==> src/rtl/ppi_pkg.sv <==
`timescale 1ns / 1ps
package ppi_pkg;

  localparam logic CMD_WRITE = 1'b0;
  localparam logic CMD_QUERY = 1'b1;

  localparam int CFG_IDX_W = 3;
  localparam logic [CFG_IDX_W-1:0] CFG_VERTEX_COUNT = 3'd0;
  localparam logic [CFG_IDX_W-1:0] CFG_CENTER_X     = 3'd1;
  localparam logic [CFG_IDX_W-1:0] CFG_CENTER_Y     = 3'd2;
  localparam logic [CFG_IDX_W-1:0] CFG_SCALE        = 3'd3;
  localparam logic [CFG_IDX_W-1:0] CFG_ROT_COS      = 3'd4;
  localparam logic [CFG_IDX_W-1:0] CFG_ROT_SIN      = 3'd5;

  localparam logic [6:0]  RST_VERTEX_COUNT = 7'd3;
  localparam logic [31:0] RST_SCALE        = 32'd65536;
  localparam logic [15:0] RST_ROT_COS      = 16'd16384;

  localparam logic signed [48:0] SAT_HI = 49'sd2147483647;
  localparam logic signed [48:0] SAT_LO = -49'sd2147483648;

  typedef struct packed {
    logic        is_query;
    logic        wr_en;
    logic [5:0]  idx;
    logic [31:0] x;
    logic [31:0] y;
  } item_t;

  typedef struct packed {
    logic [6:0]  vertex_count;
    logic [31:0] center_x;
    logic [31:0] center_y;
    logic [31:0] scale;
    logic [15:0] rot_cos;
    logic [15:0] rot_sin;
  } cfg_t;

  function automatic logic signed [31:0] sat32(input logic signed [48:0] v);
    logic signed [31:0] r;
    if (v > SAT_HI) r = 32'sh7fffffff;
    else if (v < SAT_LO) r = 32'sh80000000;
    else r = v[31:0];
    return r;
  endfunction

endpackage

==> src/rtl/ppi_if.sv <==
`timescale 1ns / 1ps
interface ppi_in_if;
  logic        valid;
  logic        ready;
  logic        cmd;
  logic [5:0]  vertex_index;
  logic [31:0] coord_x;
  logic [31:0] coord_y;
  modport source (output valid, cmd, vertex_index, coord_x, coord_y, input ready);
  modport sink (input valid, cmd, vertex_index, coord_x, coord_y, output ready);
endinterface


==> src/rtl/ppi_front.sv <==
`timescale 1ns / 1ps
module ppi_front #(
  parameter int MaxVertices = 64
) (
  input  logic           clk_i,
  input  logic           rst_ni,
  ppi_in_if.sink         in_if,
  output ppi_pkg::item_t item_o,
  output logic           item_valid_o,
  input  logic           item_ready_i
);

  localparam int CmpW = 14;

  ppi_pkg::item_t fifo_q [2];
  logic           wptr_q, rptr_q;
  logic [1:0]     cnt_q;
  logic           push, pop;
  ppi_pkg::item_t item_in;

  // classify: writes beyond the store are flagged here, the back end skips them
  always_comb begin
    item_in.is_query = (in_if.cmd == ppi_pkg::CMD_QUERY);
    item_in.wr_en    = (in_if.cmd == ppi_pkg::CMD_WRITE) &&
                       (CmpW'(in_if.vertex_index) < CmpW'(MaxVertices));
    item_in.idx      = in_if.vertex_index;
    item_in.x        = in_if.coord_x;
    item_in.y        = in_if.coord_y;
  end

  assign in_if.ready  = (cnt_q != 2'd2);
  assign push         = in_if.valid && in_if.ready;
  assign item_valid_o = (cnt_q != 2'd0);
  assign pop          = item_valid_o && item_ready_i;
  assign item_o       = fifo_q[rptr_q];

  always_ff @(posedge clk_i) begin
    if (push) fifo_q[wptr_q] <= item_in;
  end

  always_ff @(posedge clk_i or negedge rst_ni) begin
    if (!rst_ni) begin
      wptr_q <= 1'b0;
      rptr_q <= 1'b0;
      cnt_q  <= 2'd0;
    end else begin
      if (push) wptr_q <= ~wptr_q;
      if (pop) rptr_q <= ~rptr_q;
      case ({push, pop})
        2'b10:   cnt_q <= cnt_q + 2'd1;
        2'b01:   cnt_q <= cnt_q - 2'd1;
        default: cnt_q <= cnt_q;
      endcase
    end
  end

endmodule

==> src/flat_wrapper.sv <==
// flat-port wrapper written by rule: the top's interface ports become plain ports
module ppi_front_flat 
#(
  parameter int MaxVertices = 64
)
  (clk_i, rst_ni, item_o, item_valid_o, item_ready_i, in_if_valid, in_if_cmd, in_if_vertex_index, in_if_coord_x, in_if_coord_y, in_if_ready);
  ppi_in_if in_if_i ();
  input  logic clk_i;
  input  logic rst_ni;
  output ppi_pkg::item_t item_o;
  output logic item_valid_o;
  input  logic item_ready_i;
  input wire logic [$bits(in_if_i.valid)-1:0] in_if_valid;
  input wire logic [$bits(in_if_i.cmd)-1:0] in_if_cmd;
  input wire logic [$bits(in_if_i.vertex_index)-1:0] in_if_vertex_index;
  input wire logic [$bits(in_if_i.coord_x)-1:0] in_if_coord_x;
  input wire logic [$bits(in_if_i.coord_y)-1:0] in_if_coord_y;
  output wire logic [$bits(in_if_i.ready)-1:0] in_if_ready;
  assign in_if_i.valid = in_if_valid;
  assign in_if_i.cmd = in_if_cmd;
  assign in_if_i.vertex_index = in_if_vertex_index;
  assign in_if_i.coord_x = in_if_coord_x;
  assign in_if_i.coord_y = in_if_coord_y;
  assign in_if_ready = in_if_i.ready;
  ppi_front #(.MaxVertices(MaxVertices)) u_core (.clk_i(clk_i), .rst_ni(rst_ni), .in_if(in_if_i), .item_o(item_o), .item_valid_o(item_valid_o), .item_ready_i(item_ready_i));
endmodule
==> config.mk <==
export PLATFORM = sky130hd
export DESIGN_NAME = ppi_front_flat
export DESIGN_NICKNAME = d
export VERILOG_FILES = /design/src/rtl/ppi_pkg.sv /design/src/rtl/ppi_if.sv /design/src/rtl/ppi_front.sv /design/src/flat_wrapper.sv
export SDC_FILE = /design/constraint.sdc
export NUM_CORES = 1
export LEC_CHECK = 0
export BUFFER_PORTS_ARGS = -buffer_cell sky130_fd_sc_hd__buf_2
export CAP_MARGIN = 10
export CORE_MARGIN = 4
export CORE_UTILIZATION = 45
export CTS_BUF_LIST = sky130_fd_sc_hd__clkbuf_4 sky130_fd_sc_hd__clkbuf_8 sky130_fd_sc_hd__clkbuf_16
export DETAILED_ROUTE_END_ITERATION = 16
export GPL_ROUTABILITY_DRIVEN = 0
export PLACE_DENSITY = 0.81
export REMOVE_ABC_BUFFERS = 1
export SKIP_CTS_REPAIR_TIMING = 1
export SLEW_MARGIN = 10
export SYNTH_ARGS = -nofsm -noshare
export SYNTH_HDL_FRONTEND = slang
export SYNTH_SLANG_ARGS = --single-unit
export TNS_END_PERCENT = 10
==> constraint.sdc <==
create_clock -name clk_i -period 5.3 [get_ports clk_i]
set_clock_uncertainty 0.2 [all_clocks]
set_input_delay 0.265 -clock clk_i [delete_from_list [all_inputs] [get_ports clk_i]]
set_output_delay 0.265 -clock clk_i [all_outputs]
set_load 0.01 [all_outputs]
==> flow_metrics.env, run 1 <==
export IMPL_finalInstanceArea_um2=8000
export IMPL_grt_pass1_vias=2976
export IMPL_postRouteAntennaNets=0
export IMPL_power_frac_comb_pct=28.6
export IMPL_synth_warnings=0
export IMPL_root_buffer="clkbuf_16"
export IMPL_synth_xor_area_share_pct=0.762
export IMPL_switching_power_mw=1.15
export IMPL_clock_sinks=148
export IMPL_antenna_found_initial=0
export IMPL_yosys_area_share_simple_pct=0.675
export IMPL_netlist_area_um2=5740
export IMPL_dp_hpwl_um=6350
export IMPL_die_width_um=121
export IMPL_cp_buffers_inverters=2
export IMPL_final_common_cell="buf_2"
export IMPL_syn_avg_cell_area_um2=23.7
export IMPL_power_total_mw=4.36
export IMPL_drc=0
export IMPL_regArea_um2=4430
export IMPL_synthMuxAreaShare_pct=18.6
export IMPL_rows=41
export IMPL_p_int_mw=3.21
export IMPL_power_leakage_nw=3.24
export IMPL_max_stage_delay_ps=860
export IMPL_crit_required_ps=4840
export IMPL_timing_final_max_slew_violations=0
export IMPL_start_kind="flop"
export IMPL_synthAdderAreaFrac_pct=0.218
export IMPL_die_area_um2=14600
export IMPL_mostFrequentLayoutCells="148 x buf_2, 144 x edfxtp_1, 74 x dlygate4sd3_1"
export IMPL_nets=553
export IMPL_initial_utilization_pct=45.7
export IMPL_drtIter0Drc=153
export IMPL_ios=149
export IMPL_crit_type="reg -> out"
export IMPL_grt_pass1_wl_um=14700
export IMPL_drv_cap=0
export IMPL_dp_cells=556
export IMPL_fmax_ghz=0.333
export IMPL_seq_area_frac_synth_pct=77.0
export IMPL_viasPerCell=4.58
export IMPL_post_dp_cell_area_um2=6580
export IMPL_slowest_stage="dfrtp_4"
export IMPL_cts_tree="done"
export IMPL_dr_pass1_iters=6
export IMPL_powerDensity_nw_per_um2=545
export IMPL_ys_seq_elements=148
export IMPL_synth_compound_area_share_pct=0
export IMPL_critPathCaptureType="output port"
export IMPL_dpl_worst_slack_ps=2530
export IMPL_tns_ps=0
export IMPL_fillers=846
export IMPL_ys_top_cells_by_area="edfxtp_1 75%, mux2_4 18%, buf_12 2.4%"
export IMPL_arrival_ps=2540
export IMPL_finalCriticalPeriod_ps=3000
export IMPL_crit_family="flip-flops"
export IMPL_clkSlewWorstSetupHoldPaths_ps=60
export IMPL_core_area_um2=12600
export IMPL_clockBufferDepth=2
export IMPL_htreeDepth=4
export IMPL_worstSkewPairLatency_ps=410
export IMPL_path_cells="buf_4, mux2_4, buf_2"
export IMPL_synth_top_family_by_area="multiplexers"
export IMPL_chipHeight_um=121
export IMPL_seq_power_share_pct=40.3
export IMPL_syn_inst=242
export IMPL_gr_total_overflow=0
export IMPL_cts_made_buffers=17
export IMPL_clock_power_share_pct=31.2
export IMPL_hold_violations=0
export IMPL_fin_crit_sh_pct=56.7
export IMPL_wirelength_um=10800
export IMPL_finalSetupViolations=0
export IMPL_grt_max_degree=73
export IMPL_yosysTopAreaCellShare_pct=75.3
export IMPL_drive_gt1_share_pct=51.8
export IMPL_vias=3032
export IMPL_multi_input_area_um2=1180
export IMPL_critPathMaxFanout=38
export IMPL_sw_frac_of_total_pct=26.4
export IMPL_area_delta_synth_final_pct=39.2
export IMPL_track_usage_pct=13.6
export IMPL_antenna_cells=0
export IMPL_run_status="finished, final reports clean"
export IMPL_port_buffers=148
export IMPL_final_cells=662
export IMPL_wl_per_cell_um=16.3
export IMPL_worst_ir_drop_vdd_mv=0.434
export IMPL_tightest_slew_ps=1010
export IMPL_yosysUniqueCellTypes=16
export IMPL_relSlewSlack_pct=32.5
export IMPL_timing_final_ws_setup_ps=2300
export IMPL_rsz0062_at_grt="false"
export IMPL_hp_class="in -> reg"
export IMPL_yosysTopAreaCell="edfxtp_1"
-- layer usage --
metal | routed length [um] | global-route usage [%] | up-vias
met5 | 0 | 0 | -
met4 | 188 | 7.08 | 0
met3 | 646 | 4.94 | 14
met2 | 5790 | 23.8 | 97
met1 | 4150 | 14.3 | 1496
li1 | - | - | 1425
-- worst min-delay path: stages --
cell,delay (ps)
buf_2,110
nand2_1,150
xnor2_1,90
-- final cells by class --
cell class                 instances  area share (%)
clock buffer                      19            5.51
clock inverter                    13            2.94
inverter                           1          0.0469
multi-input combinational         85            14.7
sequential                       148            55.4
tap                              172            2.69
timing repair buffer             224            18.7
-- flip-flops by register name, indices dropped and copies added (netlist names) --
name           count
u_core.wptr_q      1
u_core.cnt_q       2
u_core.rptr_q      1
u_core.fifo_q    144
-- power by group through the flow --
| stage | combinational (mW) | clock [mW] | sequential (mW) |
|---|---|---|---|
| finish | 1.25 | 1.36 | 1.76 |
| global route | 1.33 | 1.44 | 1.78 |
| CTS | 1.22 | 1.38 | 1.76 |
| detailed placement | 1.22 | 0 | 1.78 |
| global placement | 1.20 | 0 | 1.76 |
| floorplan | 0.838 | 0 | 1.81 |
-- path summary, 6_finish.rpt --
path                                       from                    to  slack, ps  cells past startpoint
worst min-delay path                in_if_valid         u_core.wptr_q         60                      3
max in group asynchronous                rst_ni         u_core.rptr_q       4150                      3
worst max register to register  u_core.cnt_q[0]  u_core.fifo_q[0][54]       2580                      4
min in group asynchronous                rst_ni         u_core.rptr_q        560                      3
worst min register to register  u_core.cnt_q[1]       u_core.cnt_q[1]        290                      1
worst max-delay path              u_core.rptr_q            item_o[57]       2300                      3
-- cell families (layout without fill, tap and decap cells) --
group	Yosys count	in the layout
flip-flops	148	148
multiplexers	72	72
buffers and inverters	9	257
AND/OR/NAND/NOR	7	7
XOR/XNOR	5	5
adder cells (fa/ha/maj)	1	1
-- synthesized netlist by cell type (all sizes together) --
library cell and n:
edfxtp 144, mux2 72, buf 8, dfrtp 4, xnor2 3, nor2 2, xor2 2, and2 1
and3 1, ha 1, inv 1, nand2 1, nand2b 1, or2 1
-- through the flow --
step,hold WS [ps],util (%)
5_1_grt,72.7,63.6
6_report,56.9,63.6
2_1_floorplan,-231,-
4_1_cts,-570,57.7
3_3_place_gp,-124,52.4
3_5_place_dp,-121,52.4
(Power assumes the default switching activity.)
==> inputs of run 2 (changes only) <==
- PLACE_DENSITY: 0.81 -> 0.83
- clock period: 5.3 -> 2.48 ns (I/O delays scaled with it)
==> run 2 against run 1 <==
Net effect: core utilization is 0.080 points higher; via count is 0.13% higher; non-clock buffer count is 6 higher; combinational power is 130% higher; flip-flop and latch count stayed put; total power is 110% higher; cell area is 0.13% higher; setup slack worse by 2000 ps; count of clock-buffer cells in the layout is 2 lower; critical path type unchanged.
==> flow_metrics.env, run 2 (synthesized netlist as in run 1, its figures left out) <==
export IMPL_fin_crit_sh_pct=90.0
export IMPL_finalCriticalPeriod_ps=2230
export IMPL_run_status="finished, final reports clean"
export IMPL_postRouteAntennaNets=0
export IMPL_reg2reg_setup_slack_ps=610
export IMPL_p_int_mw=6.52
export IMPL_cts_made_buffers=17
export IMPL_power_leakage_nw=3.24
export IMPL_timing_final_max_slew_violations=0
export IMPL_hold_violations=0
export IMPL_core_area_um2=12600
export IMPL_ios=149
export IMPL_crit_type="reg -> out"
export IMPL_clock_sinks=148
export IMPL_vias=3036
export IMPL_antenna_cells=0
export IMPL_drive_gt1_share_pct=52.7
export IMPL_powerDensity_nw_per_um2=1130
export IMPL_fmax_ghz=0.448
export IMPL_hold_end="u_core.fifo_q[1][5]"
export IMPL_min_from="in_if_coord_y[5]"
export IMPL_power_frac_comb_pct=31.3
export IMPL_track_usage_pct=14.0
export IMPL_critPathMaxFanout=24
export IMPL_worst_ir_drop_vdd_mv=0.606
export IMPL_nets=559
export IMPL_clock_power_share_pct=27.9
export IMPL_post_dp_cell_area_um2=6670
export IMPL_biggestRegsByFlops="u_core.fifo_q x144, u_core.cnt_q x2"
export IMPL_relSlewSlack_pct=69.9
export IMPL_timing_final_ws_setup_ps=248
export IMPL_r2r_cells=3
export IMPL_grt_max_degree=61
export IMPL_sw_frac_of_total_pct=27.8
export IMPL_hold_depth=2
export IMPL_dp_cells=561
export IMPL_drv_cap=0
export IMPL_top_register="u_core.fifo_q"
export IMPL_dp_hpwl_um=6650
export IMPL_dpl_worst_slack_ps=590
export IMPL_switching_power_mw=2.51
export IMPL_crit_required_ps=2160
export IMPL_root_buffer="clkbuf_16"
export IMPL_start_kind="flop"
export IMPL_grt_pass1_vias=2982
export IMPL_tightest_slew_ps=451
export IMPL_clkSlewWorstSetupHoldPaths_ps=60
export IMPL_finalInstanceArea_um2=8010
export IMPL_final_common_cell="buf_2"
export IMPL_viasPerCell=4.55
export IMPL_r2r_end="u_core.fifo_q[1][0]"
export IMPL_die_width_um=121
export IMPL_hp_class="in -> reg"
export IMPL_drtIter0Drc=175
export IMPL_arrival_ps=1910
export IMPL_area_delta_synth_final_pct=39.4
export IMPL_final_cells=667
export IMPL_gr_total_overflow=0
export IMPL_grt_pass1_wl_um=15100
export IMPL_chipHeight_um=121
export IMPL_largest_reg_flops=144
export IMPL_clockBufferDepth=2
export IMPL_initial_utilization_pct=45.7
export IMPL_seq_power_share_pct=40.8
export IMPL_critPathCaptureType="output port"
export IMPL_port_buffers=148
export IMPL_drc=0
export IMPL_hold_ws_ps=228
export IMPL_rsz0062_at_grt="false"
export IMPL_finalSetupViolations=0
export IMPL_worstSkewPairLatency_ps=410
export IMPL_dr_pass1_iters=6
export IMPL_die_area_um2=14600
export IMPL_r2r_start="u_core.cnt_q[0]"
export IMPL_rows=41
export IMPL_wirelength_um=10800
export IMPL_wl_per_cell_um=16.2
export IMPL_htreeDepth=4
export IMPL_antenna_found_initial=0
export IMPL_postLayoutCoreUtil_pct=63.7
export IMPL_mostFrequentLayoutCells="148 x buf_2, 144 x edfxtp_1, 75 x dlygate4sd3_1"
export IMPL_cts_tree="done"
[run 2: metal layers]
metal  GRT usage (%)  vias up  wire length, um
met5               0        -                0
met4            5.67        0              182
met3            7.18       15              680
met2            23.1       98             5710
met1            15.3     1481             4260
li1                -     1442                -
[run 2: power by group through the flow]
| stage | combinational (mW) | clock [mW] | sequential (mW) |
|---|---|---|---|
| 2_1_floorplan | 1.79 | 0 | 3.87 |
| 3_3_place_gp | 2.75 | 0 | 3.70 |
| 3_5_place_dp | 2.77 | 0 | 3.74 |
| 4_1_cts | 2.78 | 2.57 | 3.70 |
| 5_1_grt | 3.03 | 2.70 | 3.74 |
| 6_report | 2.83 | 2.52 | 3.69 |
[run 2: cell type report]
type / instances / area (um2)
clock buffer: 17 / 425
clock inverter: 14 / 163
fill: 872 / 4560
inverter: 1 / 3.75
multi-input combinational: 85 / 1180
sequential: 148 / 4430
tap: 172 / 215
timing repair buffer: 230 / 1590
[run 2: how the worst max path moves through the flow]
| stage | start | to | slack, ps | cells past startpoint |
|---|---|---|---|---|
| after detailed placement | u_core.cnt_q[0] | u_core.fifo_q[1][35] | 590 | 3 |
| after floorplan | u_core.cnt_q[0] | u_core.fifo_q[0][0] | -1930 | 3 |
| after global placement | u_core.cnt_q[0] | u_core.fifo_q[1][18] | 630 | 3 |
| after CTS | u_core.rptr_q | item_o[32] | 200 | 3 |
| after global routing | u_core.rptr_q | item_o[28] | 150 | 3 |
| final | u_core.rptr_q | item_o[32] | 250 | 3 |
[run 2: worst max-delay path: stages, from the launching register on]
cell,delay [ps]
dfrtp_4,710
buf_4,310
mux2_4,320
buf_2,140
[run 2: stage by stage]
| step | TNS [ps] | total power [mW] |
|---|---|---|
| 2_1_floorplan | -242350 | 5.66 |
| 6_report | 0 | 9.03 |
| 5_1_grt | 0 | 9.48 |
| 3_5_place_dp | 0 | 6.52 |
| 3_3_place_gp | 0 | 6.45 |
| 4_1_cts | 0 | 9.05 |
